File: src/rtl/core/apid_pkg.sv
`default_nettype none

package apid_pkg;

  // Fixed field widths of the register set and the result
  localparam int unsigned GAIN_W     = 16;
  localparam int unsigned OLIM_W     = 15;
  localparam int unsigned ILIM_W     = 23;
  localparam int unsigned THR_W      = 16;
  localparam int unsigned DRIVE_W    = 16;
  localparam int unsigned INTEG_W    = 24;
  localparam int unsigned CFG_IDX_W  = 3;
  localparam int unsigned CFG_DATA_W = 23;

  // Effective gains after adaptive scaling stay below 2^17
  localparam int unsigned KW         = 17;
  // Multiplier A operand: gains and scaled gain numerators (< 2^19), plus sign
  localparam int unsigned MUL_A_W    = 20;

  // floor(x / 5) = (x * RECIP5) >> RECIP_SHIFT, exact for x < 2^22
  localparam int unsigned RECIP_SHIFT = 24;
  localparam logic [22:0] RECIP5      = 23'd3355444;

  typedef logic [CFG_IDX_W-1:0] cfg_idx_t;

  localparam cfg_idx_t REG_KP        = 3'd0;
  localparam cfg_idx_t REG_KI        = 3'd1;
  localparam cfg_idx_t REG_KD        = 3'd2;
  localparam cfg_idx_t REG_OUT_LIMIT = 3'd3;
  localparam cfg_idx_t REG_INT_LIMIT = 3'd4;
  localparam cfg_idx_t REG_ADAPT_EN  = 3'd5;
  localparam cfg_idx_t REG_ADAPT_THR = 3'd6;

  localparam logic OP_UPDATE = 1'b0;
  localparam logic OP_CLEAR  = 1'b1;

  typedef struct packed {
    logic [GAIN_W-1:0] kp;
    logic [GAIN_W-1:0] ki;
    logic [GAIN_W-1:0] kd;
    logic [OLIM_W-1:0] olim;
    logic [ILIM_W-1:0] ilim;
    logic              aen;
    logic [THR_W-1:0]  thr;
  } cfg_t;

  localparam cfg_t CFG_RESET = '{
    kp:   '0,
    ki:   '0,
    kd:   '0,
    olim: 15'h7FFF,
    ilim: 23'h7FFFFF,
    aen:  1'b0,
    thr:  '0
  };

endpackage

`default_nettype wire

File: src/rtl/core/apid_if.sv
`default_nettype none

interface apid_in_if #(
  parameter int unsigned SAMPLE_WIDTH = 16
);
  logic                           valid;
  logic                           ready;
  logic                           op;
  logic signed [SAMPLE_WIDTH-1:0] setpoint;
  logic signed [SAMPLE_WIDTH-1:0] measured;

  modport source (output valid, op, setpoint, measured, input ready);
  modport sink   (input valid, op, setpoint, measured, output ready);
endinterface

interface apid_out_if;
  logic               valid;
  logic               ready;
  logic signed [15:0] drive;

  modport source (output valid, drive, input ready);
  modport sink   (input valid, drive, output ready);
endinterface

`default_nettype wire

File: src/rtl/core/apid_cfg.sv
`default_nettype none

module apid_cfg (
  input  logic                                clk_i,
  input  logic                                rst_ni,
  input  logic                                we_i,
  input  apid_pkg::cfg_idx_t                  idx_i,
  input  logic [apid_pkg::CFG_DATA_W-1:0]     wdata_i,
  output apid_pkg::cfg_t                      cfg_o
);
  import apid_pkg::*;

  cfg_t cfg_q, cfg_d;

  always_comb begin
    cfg_d = cfg_q;
    if (we_i) begin
      case (idx_i)
        REG_KP:        cfg_d.kp   = wdata_i[GAIN_W-1:0];
        REG_KI:        cfg_d.ki   = wdata_i[GAIN_W-1:0];
        REG_KD:        cfg_d.kd   = wdata_i[GAIN_W-1:0];
        REG_OUT_LIMIT: cfg_d.olim = wdata_i[OLIM_W-1:0];
        REG_INT_LIMIT: cfg_d.ilim = wdata_i[ILIM_W-1:0];
        REG_ADAPT_EN:  cfg_d.aen  = wdata_i[0];
        REG_ADAPT_THR: cfg_d.thr  = wdata_i[THR_W-1:0];
        default:       cfg_d      = cfg_q;
      endcase
    end
  end

  always_ff @(posedge clk_i or negedge rst_ni) begin
    if (!rst_ni) begin
      cfg_q <= CFG_RESET;
    end else begin
      cfg_q <= cfg_d;
    end
  end

  assign cfg_o = cfg_q;

endmodule

`default_nettype wire

File: src/rtl/core/apid_mul.sv
`default_nettype none

module apid_mul #(
  parameter int unsigned AW = 20,
  parameter int unsigned BW = 26
) (
  input  logic                        clk_i,
  input  logic                        en_i,
  input  logic signed [AW-1:0]        a_i,
  input  logic signed [BW-1:0]        b_i,
  output logic signed [AW+BW-1:0]     p_o
);

  logic signed [AW+BW-1:0] p_q;

  // Product is held until the sequencer issues the next operand pair
  always_ff @(posedge clk_i) begin
    if (en_i) begin
      p_q <= a_i * b_i;
    end
  end

  assign p_o = p_q;

endmodule

`default_nettype wire

File: src/rtl/core/adaptive_pid_antiwindup.sv
// Channel   Dir  Handshake     Payload
// sample_i  in   valid/ready   op, setpoint, measured (signed SAMPLE_WIDTH)
// result_o  out  valid/ready   drive (signed 16)
// cfg       in   cfg_we_i      cfg_idx_i, cfg_wdata_i (no wait, no read-back)
//
// An update runs S_PREP, the gain-scaling steps (S_ADJ0, S_ADJ1, S_ADJ3 on a
// large error, S_ADJ0 to S_ADJ3 on a small one, none with base gains), then
// S_MP to S_OUT; a clear goes straight to S_OUT. The steps follow from the one
// registered multiplier that serves gain scaling and the P, I and D products.
// Reset (rst_ni low, asynchronous) loads default registers, zeroes the
// integral and previous error and sets the first-sample flag.
// One result register decouples the output: the next sample is taken while a
// result waits, and the sequencer holds in its last step while it is full.
`default_nettype none

module adaptive_pid_antiwindup #(
  parameter int unsigned SAMPLE_WIDTH   = 16,
  parameter int unsigned GAIN_FRAC_BITS = 8
) (
  input  logic                            clk_i,
  input  logic                            rst_ni,
  apid_in_if.sink                         sample_i,
  apid_out_if.source                      result_o,
  input  logic                            cfg_we_i,
  input  apid_pkg::cfg_idx_t              cfg_idx_i,
  input  logic [apid_pkg::CFG_DATA_W-1:0] cfg_wdata_i
);
  import apid_pkg::*;

  localparam int unsigned EW     = SAMPLE_WIDTH + 1;
  localparam int unsigned DW     = SAMPLE_WIDTH + 2;
  localparam int unsigned TW     = ((INTEG_W > EW) ? INTEG_W : EW) + 1;
  localparam int unsigned BW0    = (DW > TW) ? DW : TW;
  localparam int unsigned BW     = (BW0 > 24) ? BW0 : 24;
  localparam int unsigned PW     = MUL_A_W + BW;
  localparam int unsigned ACC_W  = PW + 2;
  localparam int unsigned CW     = (EW > THR_W) ? EW : THR_W;
  localparam int unsigned LW     = OLIM_W + GAIN_FRAC_BITS;

  typedef enum logic [3:0] {
    S_IDLE, S_PREP, S_ADJ0, S_ADJ1, S_ADJ2, S_ADJ3,
    S_MP, S_MI, S_MC, S_MI2, S_MD, S_MF, S_OUT
  } state_e;

  cfg_t cfg;

  state_e                     state_q;
  logic signed [EW-1:0]       err_q;
  logic signed [EW-1:0]       prev_q;
  logic signed [DW-1:0]       deriv_q;
  logic signed [TW-1:0]       integ_q;
  logic signed [INTEG_W-1:0]  eint_q;
  logic                       first_q;
  logic                       large_q;
  logic [KW-1:0]              kp_q, ki_q, kd_q;
  logic signed [ACC_W-1:0]    acc_q;
  logic [DRIVE_W-1:0]         res_q;
  logic                       out_valid_q;
  logic [DRIVE_W-1:0]         out_drive_q;

  logic                       in_ready;
  logic                       in_xfer;
  logic signed [SAMPLE_WIDTH-1:0] sp, ms;

  logic                       mul_en;
  logic signed [MUL_A_W-1:0]  mul_a;
  logic signed [BW-1:0]       mul_b;
  logic signed [PW-1:0]       prod;

  logic [MUL_A_W-1:0]         kp4, ki3, ki6, kd6;
  logic [KW:0]                kp3;
  logic [KW:0]                kp2;
  logic [KW-1:0]              quot;
  logic [EW-1:0]              err_mag;
  logic signed [ACC_W-1:0]    sum;
  logic signed [ACC_W-1:0]    lim_s;
  logic signed [TW-1:0]       ilim_s;
  logic                       wind_hi, wind_lo;
  logic signed [TW-1:0]       integ_sel, integ_clamp;
  logic signed [ACC_W-1:0]    o_clamp, o_shift;

  apid_cfg u_cfg (
    .clk_i   (clk_i),
    .rst_ni  (rst_ni),
    .we_i    (cfg_we_i),
    .idx_i   (cfg_idx_i),
    .wdata_i (cfg_wdata_i),
    .cfg_o   (cfg)
  );

  apid_mul #(
    .AW (MUL_A_W),
    .BW (BW)
  ) u_mul (
    .clk_i (clk_i),
    .en_i  (mul_en),
    .a_i   (mul_a),
    .b_i   (mul_b),
    .p_o   (prod)
  );

  assign in_ready       = (state_q == S_IDLE);
  assign in_xfer        = sample_i.valid && in_ready;
  assign sample_i.ready = in_ready;
  assign sp             = sample_i.setpoint;
  assign ms             = sample_i.measured;

  assign result_o.valid = out_valid_q;
  assign result_o.drive = out_drive_q;

  // Scaled gain numerators; kp4, ki3, ki6 and kd6 go through the reciprocal multiply for /5
  assign kp4  = MUL_A_W'({cfg.kp, 2'b00});
  assign ki3  = MUL_A_W'(cfg.ki) + MUL_A_W'({cfg.ki, 1'b0});
  assign ki6  = MUL_A_W'({cfg.ki, 1'b0}) + MUL_A_W'({cfg.ki, 2'b00});
  assign kd6  = MUL_A_W'({cfg.kd, 1'b0}) + MUL_A_W'({cfg.kd, 2'b00});
  assign kp3  = (KW+1)'(cfg.kp) + (KW+1)'({cfg.kp, 1'b0});
  assign kp2  = {kp_q, 1'b0};
  assign quot = prod[RECIP_SHIFT +: KW];

  assign err_mag = err_q[EW-1] ? EW'(-err_q) : EW'(err_q);

  assign sum    = acc_q + ACC_W'(prod);
  assign lim_s  = ACC_W'(LW'(cfg.olim) << GAIN_FRAC_BITS);
  assign ilim_s = TW'(cfg.ilim);

  // Anti-windup: drop the new error from the integral when P+I saturates
  assign wind_hi   = (sum > lim_s);
  assign wind_lo   = (sum < -lim_s);
  assign integ_sel = (wind_hi || wind_lo) ? TW'(eint_q) : integ_q;

  always_comb begin
    if (integ_sel > ilim_s) begin
      integ_clamp = ilim_s;
    end else if (integ_sel < -ilim_s) begin
      integ_clamp = -ilim_s;
    end else begin
      integ_clamp = integ_sel;
    end
  end

  always_comb begin
    if (sum > lim_s) begin
      o_clamp = lim_s;
    end else if (sum < -lim_s) begin
      o_clamp = -lim_s;
    end else begin
      o_clamp = sum;
    end
  end

  assign o_shift = o_clamp >>> GAIN_FRAC_BITS;

  always_comb begin
    mul_en = 1'b0;
    mul_a  = '0;
    mul_b  = '0;
    case (state_q)
      S_ADJ0: begin
        mul_en = 1'b1;
        mul_a  = large_q ? ki6 : kp4;
        mul_b  = BW'(RECIP5);
      end
      S_ADJ1: begin
        mul_en = !large_q;
        mul_a  = ki3;
        mul_b  = BW'(RECIP5);
      end
      S_ADJ2: begin
        mul_en = 1'b1;
        mul_a  = kd6;
        mul_b  = BW'(RECIP5);
      end
      S_MP: begin
        mul_en = 1'b1;
        mul_a  = MUL_A_W'(kp_q);
        mul_b  = BW'(err_q);
      end
      S_MI, S_MI2: begin
        mul_en = 1'b1;
        mul_a  = MUL_A_W'(ki_q);
        mul_b  = BW'(integ_q);
      end
      S_MD: begin
        mul_en = 1'b1;
        mul_a  = MUL_A_W'(kd_q);
        mul_b  = BW'(deriv_q);
      end
      default: begin
        mul_en = 1'b0;
      end
    endcase
  end

  always_ff @(posedge clk_i or negedge rst_ni) begin
    if (!rst_ni) begin
      state_q     <= S_IDLE;
      err_q       <= '0;
      prev_q      <= '0;
      deriv_q     <= '0;
      integ_q     <= '0;
      eint_q      <= '0;
      first_q     <= 1'b1;
      large_q     <= 1'b0;
      kp_q        <= '0;
      ki_q        <= '0;
      kd_q        <= '0;
      acc_q       <= '0;
      res_q       <= '0;
      out_valid_q <= 1'b0;
      out_drive_q <= '0;
    end else begin
      // S_OUT refills the result register itself
      if (result_o.ready && (state_q != S_OUT)) begin
        out_valid_q <= 1'b0;
      end
      case (state_q)
        S_IDLE: begin
          if (in_xfer) begin
            if (sample_i.op == OP_CLEAR) begin
              eint_q  <= '0;
              prev_q  <= '0;
              first_q <= 1'b1;
              res_q   <= '0;
              state_q <= S_OUT;
            end else begin
              err_q   <= EW'(sp) - EW'(ms);
              state_q <= S_PREP;
            end
          end
        end
        S_PREP: begin
          // First sample: derivative is zero
          deriv_q <= first_q ? '0 : DW'(err_q) - DW'(prev_q);
          prev_q  <= err_q;
          first_q <= 1'b0;
          integ_q <= TW'(eint_q) + TW'(err_q);
          large_q <= CW'(err_mag) > CW'(cfg.thr);
          if (cfg.aen && (cfg.kp != '0)) begin
            state_q <= S_ADJ0;
          end else begin
            kp_q    <= KW'(cfg.kp);
            ki_q    <= KW'(cfg.ki);
            kd_q    <= KW'(cfg.kd);
            state_q <= S_MP;
          end
        end
        S_ADJ0: begin
          state_q <= S_ADJ1;
        end
        S_ADJ1: begin
          if (large_q) begin
            ki_q    <= quot;
            kp_q    <= kp3[KW:1];
            kd_q    <= KW'(cfg.kd);
            state_q <= S_ADJ3;
          end else begin
            kp_q    <= quot;
            state_q <= S_ADJ2;
          end
        end
        S_ADJ2: begin
          ki_q    <= quot;
          state_q <= S_ADJ3;
        end
        S_ADJ3: begin
          if (!large_q) begin
            kd_q <= quot;
          end
          if ((KW+1)'(ki_q) > kp2) begin
            ki_q <= kp2[KW-1:0];
          end
          state_q <= S_MP;
        end
        S_MP: begin
          state_q <= S_MI;
        end
        S_MI: begin
          acc_q   <= ACC_W'(prod);
          state_q <= S_MC;
        end
        S_MC: begin
          integ_q <= integ_clamp;
          eint_q  <= INTEG_W'(integ_clamp);
          state_q <= S_MI2;
        end
        S_MI2: begin
          state_q <= S_MD;
        end
        S_MD: begin
          acc_q   <= sum;
          state_q <= S_MF;
        end
        S_MF: begin
          res_q   <= o_shift[DRIVE_W-1:0];
          state_q <= S_OUT;
        end
        S_OUT: begin
          // Hold until the result register is free
          if (!out_valid_q || result_o.ready) begin
            out_valid_q <= 1'b1;
            out_drive_q <= res_q;
            state_q     <= S_IDLE;
          end
        end
        default: begin
          state_q <= S_IDLE;
        end
      endcase
    end
  end

endmodule

`default_nettype wire

File: src/flat_wrapper.sv
// flat-port wrapper written by rule: the top's interface ports become plain ports
module adaptive_pid_antiwindup_flat import apid_pkg::*;
#(
  parameter int unsigned SAMPLE_WIDTH   = 16,
  parameter int unsigned GAIN_FRAC_BITS = 8
)
  (clk_i, rst_ni, cfg_we_i, cfg_idx_i, cfg_wdata_i, sample_i_valid, sample_i_op, sample_i_setpoint, sample_i_measured, sample_i_ready, result_o_valid, result_o_drive, result_o_ready);
  apid_in_if #(.SAMPLE_WIDTH(SAMPLE_WIDTH)) sample_i_i ();
  apid_out_if result_o_i ();
  input  logic clk_i;
  input  logic rst_ni;
  input  logic cfg_we_i;
  input  apid_pkg::cfg_idx_t cfg_idx_i;
  input  logic [apid_pkg::CFG_DATA_W-1:0] cfg_wdata_i;
  input wire logic [$bits(sample_i_i.valid)-1:0] sample_i_valid;
  input wire logic [$bits(sample_i_i.op)-1:0] sample_i_op;
  input wire logic [$bits(sample_i_i.setpoint)-1:0] sample_i_setpoint;
  input wire logic [$bits(sample_i_i.measured)-1:0] sample_i_measured;
  output wire logic [$bits(sample_i_i.ready)-1:0] sample_i_ready;
  output wire logic [$bits(result_o_i.valid)-1:0] result_o_valid;
  output wire logic [$bits(result_o_i.drive)-1:0] result_o_drive;
  input wire logic [$bits(result_o_i.ready)-1:0] result_o_ready;
  assign sample_i_i.valid = sample_i_valid;
  assign sample_i_i.op = sample_i_op;
  assign sample_i_i.setpoint = sample_i_setpoint;
  assign sample_i_i.measured = sample_i_measured;
  assign sample_i_ready = sample_i_i.ready;
  assign result_o_valid = result_o_i.valid;
  assign result_o_drive = result_o_i.drive;
  assign result_o_i.ready = result_o_ready;
  adaptive_pid_antiwindup #(.SAMPLE_WIDTH(SAMPLE_WIDTH), .GAIN_FRAC_BITS(GAIN_FRAC_BITS)) u_core (.clk_i(clk_i), .rst_ni(rst_ni), .sample_i(sample_i_i), .result_o(result_o_i), .cfg_we_i(cfg_we_i), .cfg_idx_i(cfg_idx_i), .cfg_wdata_i(cfg_wdata_i));
endmodule
File: config.mk
export PLATFORM = sky130hd
export DESIGN_NAME = adaptive_pid_antiwindup_flat
export DESIGN_NICKNAME = d
export VERILOG_FILES = /design/src/rtl/core/apid_pkg.sv /design/src/rtl/core/apid_if.sv /design/src/rtl/core/apid_cfg.sv /design/src/rtl/core/apid_mul.sv /design/src/rtl/core/adaptive_pid_antiwindup.sv /design/src/flat_wrapper.sv
export SDC_FILE = /design/constraint.sdc
export NUM_CORES = 2
export LEC_CHECK = 0
export BUFFER_PORTS_ARGS = -buffer_cell sky130_fd_sc_hd__buf_4
export CAP_MARGIN = 20
export CORE_AREA = 5 5 244 305
export DETAILED_ROUTE_END_ITERATION = 12
export DIE_AREA = 0 0 249 310
export PLACE_DENSITY_LB_ADDON = 0.12
export SLEW_MARGIN = 10
export SYNTH_ARGS = -nofsm -noshare
export SYNTH_HDL_FRONTEND = slang
export SYNTH_SLANG_ARGS = --single-unit
File: constraint.sdc
create_clock -name clk_i -period 11.06 [get_ports clk_i]
set_input_delay 1.659 -clock clk_i [delete_from_list [all_inputs] [get_ports clk_i]]
set_output_delay 1.659 -clock clk_i [all_outputs]
set_load 0.03 [all_outputs]
==> impl_results.md <==
- Proportion of layout cells with a drive suffix above 1: 0.0968
- Yosys warns: 0
- Die X: 249 µm
- Seq/Total Area, Yosys: 0.214
- Slowest Stage Delay on Critical Path: 0.54 ns
- Total I/O pin count: 82
- Antenna violations before repair: 2
- Remaining number of nets flagged by the antenna check after routing: 0
- Total number of vias: 39100
- Via count normalized by instance count: 6.17
- Total Routing Usage GR: 0.367
- Async set or reset register ratio after synthesis: 0.883
- Layout area overhead: 8.35%
- Reg2Reg Launch Point: u_core.u_cfg.cfg_o[56]
- Worst-case setup margin in the final layout: 0.428 ns
- Worst Skew: 0.0424 ns
- Pin count of the biggest net entering global routing: 103
- TritonCTS Buffers: 44
- Post-route minimum period: 10.63 ns
- Run status: complete, no violations
- #FFs+latches synth: 386
- Iteration count of the initial detailed-routing pass: 6
- Fin. max-slew vios: 0
- Slowest cell on the critical path: sky130_fd_sc_hd__fa_1
- Die Span Y: 310 µm
- Root buf cell: sky130_fd_sc_hd__clkbuf_16
- Top area cells in the synthesized netlist: sky130_fd_sc_hd__fa_1 21%, sky130_fd_sc_hd__dfrtp_1 16%, sky130_fd_sc_hd__ha_1 11%
- Average cell area after synthesis: 8.82 µm²
- Count of standard-cell rows: 110
- Largest driver fanout on the critical path: 9
- Insertion delay to the later sink of the worst-skew pair: 0.61 ns
- I/O Buffers: 81
- Dominant cell type by area after synthesis: sky130_fd_sc_hd__fa_1
- Worst rel slew slack: 0.258
- Startpoint of the worst setup timing path: u_core.u_cfg.cfg_o[56]
- Gate Count Post-Synth: 5269
- Die Area: 0.0772 mm²
- Initial core utilization: 0.651
- Starting DRC count in detailed routing: 3182
- Main flop type after synthesis: sky130_fd_sc_hd__dfrtp_1
- Global-route layer with the greatest usage: met2
- TritonCTS clock tree: built
- Worst r2r dst: u_core.u_mul.p_o[41]
- Average wire per cell in the routed design: 22.4 µm
- Global route overflow: 0
- Arrival time worst endpoint: 10.96 ns
- Distinct cell type count after synthesis: 94
- EDFF count, synth: 45
- Met2 routing resource usage after global routing: 0.618
- Crit path capture type: register
- Top cell by count, worst path: sky130_fd_sc_hd__fa_1
- Number of failing setup endpoints in the final timing report: 0
- Placeable core region: 0.0714 mm²
- Path type of the worst setup path: register to register
- Required time worst endpoint: 11.39 ns
- Register-to-register setup slack: 0.43 ns
- Met3 Resource Use GR: 0.0558
- Total wire length after detailed routing: 142000 µm
- Dominant delay contributor by cell family on the critical path: compound AO/OA/AOI/OAI gates
- Global-route wire length before repair: 222000 µm
- Routability Congestion: 1.01
- Worst min-delay path category: register to register
- Depth of the worst register-to-register path: 41
- CP Capture Point: u_core.u_mul.p_o[41]
- Met1 track demand over resource: 0.425
- DRC viols: 0
- CTS H-tree depth: 2
- Worst Setup Start Kind: register
- Final Hold Viols: 0
- Worst path bufs/invs: 5
- Number of buffers on the longest clock path: 3
- Vias in the first global route: 39800
- Nets: 6317
- Portion of synthesized cell area occupied by the leading cell type: 0.212
- Number of buffers inserted for hold repair after clock tree synthesis: 0
- Achievable frequency: 0.0941 GHz
- Final worst path period share: 0.961
- Clock transition at path regs: 0.06 ns
- Reported max-cap violation count: 0
- HPWL after DPL: 113000 µm
- Number of sinks on the clock net: 386
- Depth of the critical timing path with buffers and inverters included: 41
- Pre-CTS setup slack: 0.190 ns
- Mapped Area: 0.0465 mm²
- Actual transition at the worst max-transition pin: 1.11 ns
-- flip-flops by register name, summed over array words and instances, names as in the netlist --
register / count
u_core.kp_q: 17
u_core.prev_q: 17
u_core.res_q: 16
u_core.eint_q: 24
u_core.ki_q: 17
u_core.u_cfg.cfg_o: 103
u_core.state_q: 4
u_core.large_q: 1
u_core.result_o.drive: 16
u_core.u_mul.p_o: 45
u_core.kd_q: 17
u_core.result_o.valid: 1
u_core.err_q: 17
u_core.first_q: 1
u_core.deriv_q: 18
u_core.acc_q: 47
u_core.integ_q: 25
-- how the worst min path moves through the flow --
stage | slack (ns) | endpoint | cells past startpoint | start
after floorplan | 0.44 | u_core.res_q[14] | 2 | u_core.res_q[14]
after global placement | 0.46 | u_core.res_q[13] | 2 | u_core.res_q[13]
after detailed placement | 0.46 | u_core.res_q[13] | 2 | u_core.res_q[13]
final | 0.47 | u_core.res_q[13] | 2 | u_core.res_q[13]
after CTS | 0.48 | u_core.res_q[13] | 2 | u_core.res_q[13]
after global routing | 0.50 | u_core.deriv_q[1] | 2 | u_core.deriv_q[1]
-- tightest hold or removal path: stages, from the launching register on --
cell                      delay [ns]
sky130_fd_sc_hd__dfrtp_1        0.34
sky130_fd_sc_hd__nand2_1        0.05
sky130_fd_sc_hd__nand2_1        0.05
-- placed cells by master, fill, tap and decap left out, drive strengths merged, types with 45 or more instances in the layout --
cell type and instances:
dfrtp 302, mux2i 98, o21ai 318, ha 416, and2 63, nand2b 48
edfxtp 45, nand3 57, a21o 92, xor2 47, a21oi 268, nand2 598
a22o 46, clkbuf 53, nor2 370, xnor2 143, fa 491, nor2b 53
buf 227, mux2 93, nor3 86, inv 807
-- logic make-up after synthesis --
logic type	share of synthesized area
simple gates	0.138
other cells	0.000162
flops	0.214
xor+xnor	0.0363
mux	0.0436
fa+ha+maj	0.324
compound gates	0.161
buf+inv	0.0840
-- per-stage QoR --
stage	utilization	setup TNS, ns	cells	area (µm²)	hold slack, ns
2_1_floorplan	-	0	5298	46600	0.442
3_3_place_gp	0.682	0	6243	48700	0.457
3_5_place_dp	0.682	0	6244	48700	0.461
4_1_cts	0.703	0	6325	50200	0.476
5_1_grt	0.705	-0.0712	6333	50300	0.498
6_report	0.705	0	6335	50400	0.471
-- Yosys cell counts (13+ instances only) --
cell type                  number
sky130_fd_sc_hd__a211oi_1      35
sky130_fd_sc_hd__a21boi_0      27
sky130_fd_sc_hd__a21o_1        92
sky130_fd_sc_hd__a21oi_1      265
sky130_fd_sc_hd__a221o_1       16
sky130_fd_sc_hd__a221oi_1      15
sky130_fd_sc_hd__a222oi_1      13
sky130_fd_sc_hd__a22o_1        46
sky130_fd_sc_hd__a22oi_1       13
sky130_fd_sc_hd__a31oi_1       21
sky130_fd_sc_hd__and2_1        62
sky130_fd_sc_hd__and3_1        23
sky130_fd_sc_hd__buf_1         16
sky130_fd_sc_hd__clkbuf_1     202
sky130_fd_sc_hd__dfrtp_1      302
sky130_fd_sc_hd__dfstp_2       39
sky130_fd_sc_hd__edfxtp_1      45
sky130_fd_sc_hd__fa_1         491
sky130_fd_sc_hd__ha_1         416
sky130_fd_sc_hd__inv_1        806
sky130_fd_sc_hd__mux2_2        93
sky130_fd_sc_hd__mux2i_1       98
sky130_fd_sc_hd__nand2_1      598
sky130_fd_sc_hd__nand2b_1      48
sky130_fd_sc_hd__nand3_1       57
sky130_fd_sc_hd__nand4_1       41
sky130_fd_sc_hd__nor2_1       370
sky130_fd_sc_hd__nor2b_1       52
sky130_fd_sc_hd__nor3_1        85
sky130_fd_sc_hd__nor4_1        13
sky130_fd_sc_hd__o211ai_1      43
sky130_fd_sc_hd__o21a_1        42
sky130_fd_sc_hd__o21ai_0      311
sky130_fd_sc_hd__o21bai_1      14
sky130_fd_sc_hd__o221ai_1      18
sky130_fd_sc_hd__o311ai_0      13
sky130_fd_sc_hd__o31ai_1       29
sky130_fd_sc_hd__or2_2         17
sky130_fd_sc_hd__or3_1         17
sky130_fd_sc_hd__xnor2_1      143
sky130_fd_sc_hd__xor2_1        47
-- timing repair --
item | in CTS | in global routing
resized for setup | 0 | 25
setup endpoints to repair | 0 | 12
setup buffers | 0 | 8
endpoints found under the hold margin | 0 | 0
-- layer usage --
metal	part of all wire	vias up
li1	-	17800
met2	0.47	1635
met1	0.36	19100
met3	0.070	605
met4	0.099	2
met5	0.000099	-
-- final cells by class --
cell class	count	area, µm²
inverters	807	3030
well taps	952	1190
fillers	5735	21100
clock buffers	53	1160
multi-input cells	3880	33000
flip-flops and latches	386	9930
clock inverters	28	344
repair buffers	227	1710
diodes	2	5.00
Power is not shown: default switching activity piles up to over one toggle a cycle in this logic, so the estimate is an artifact.
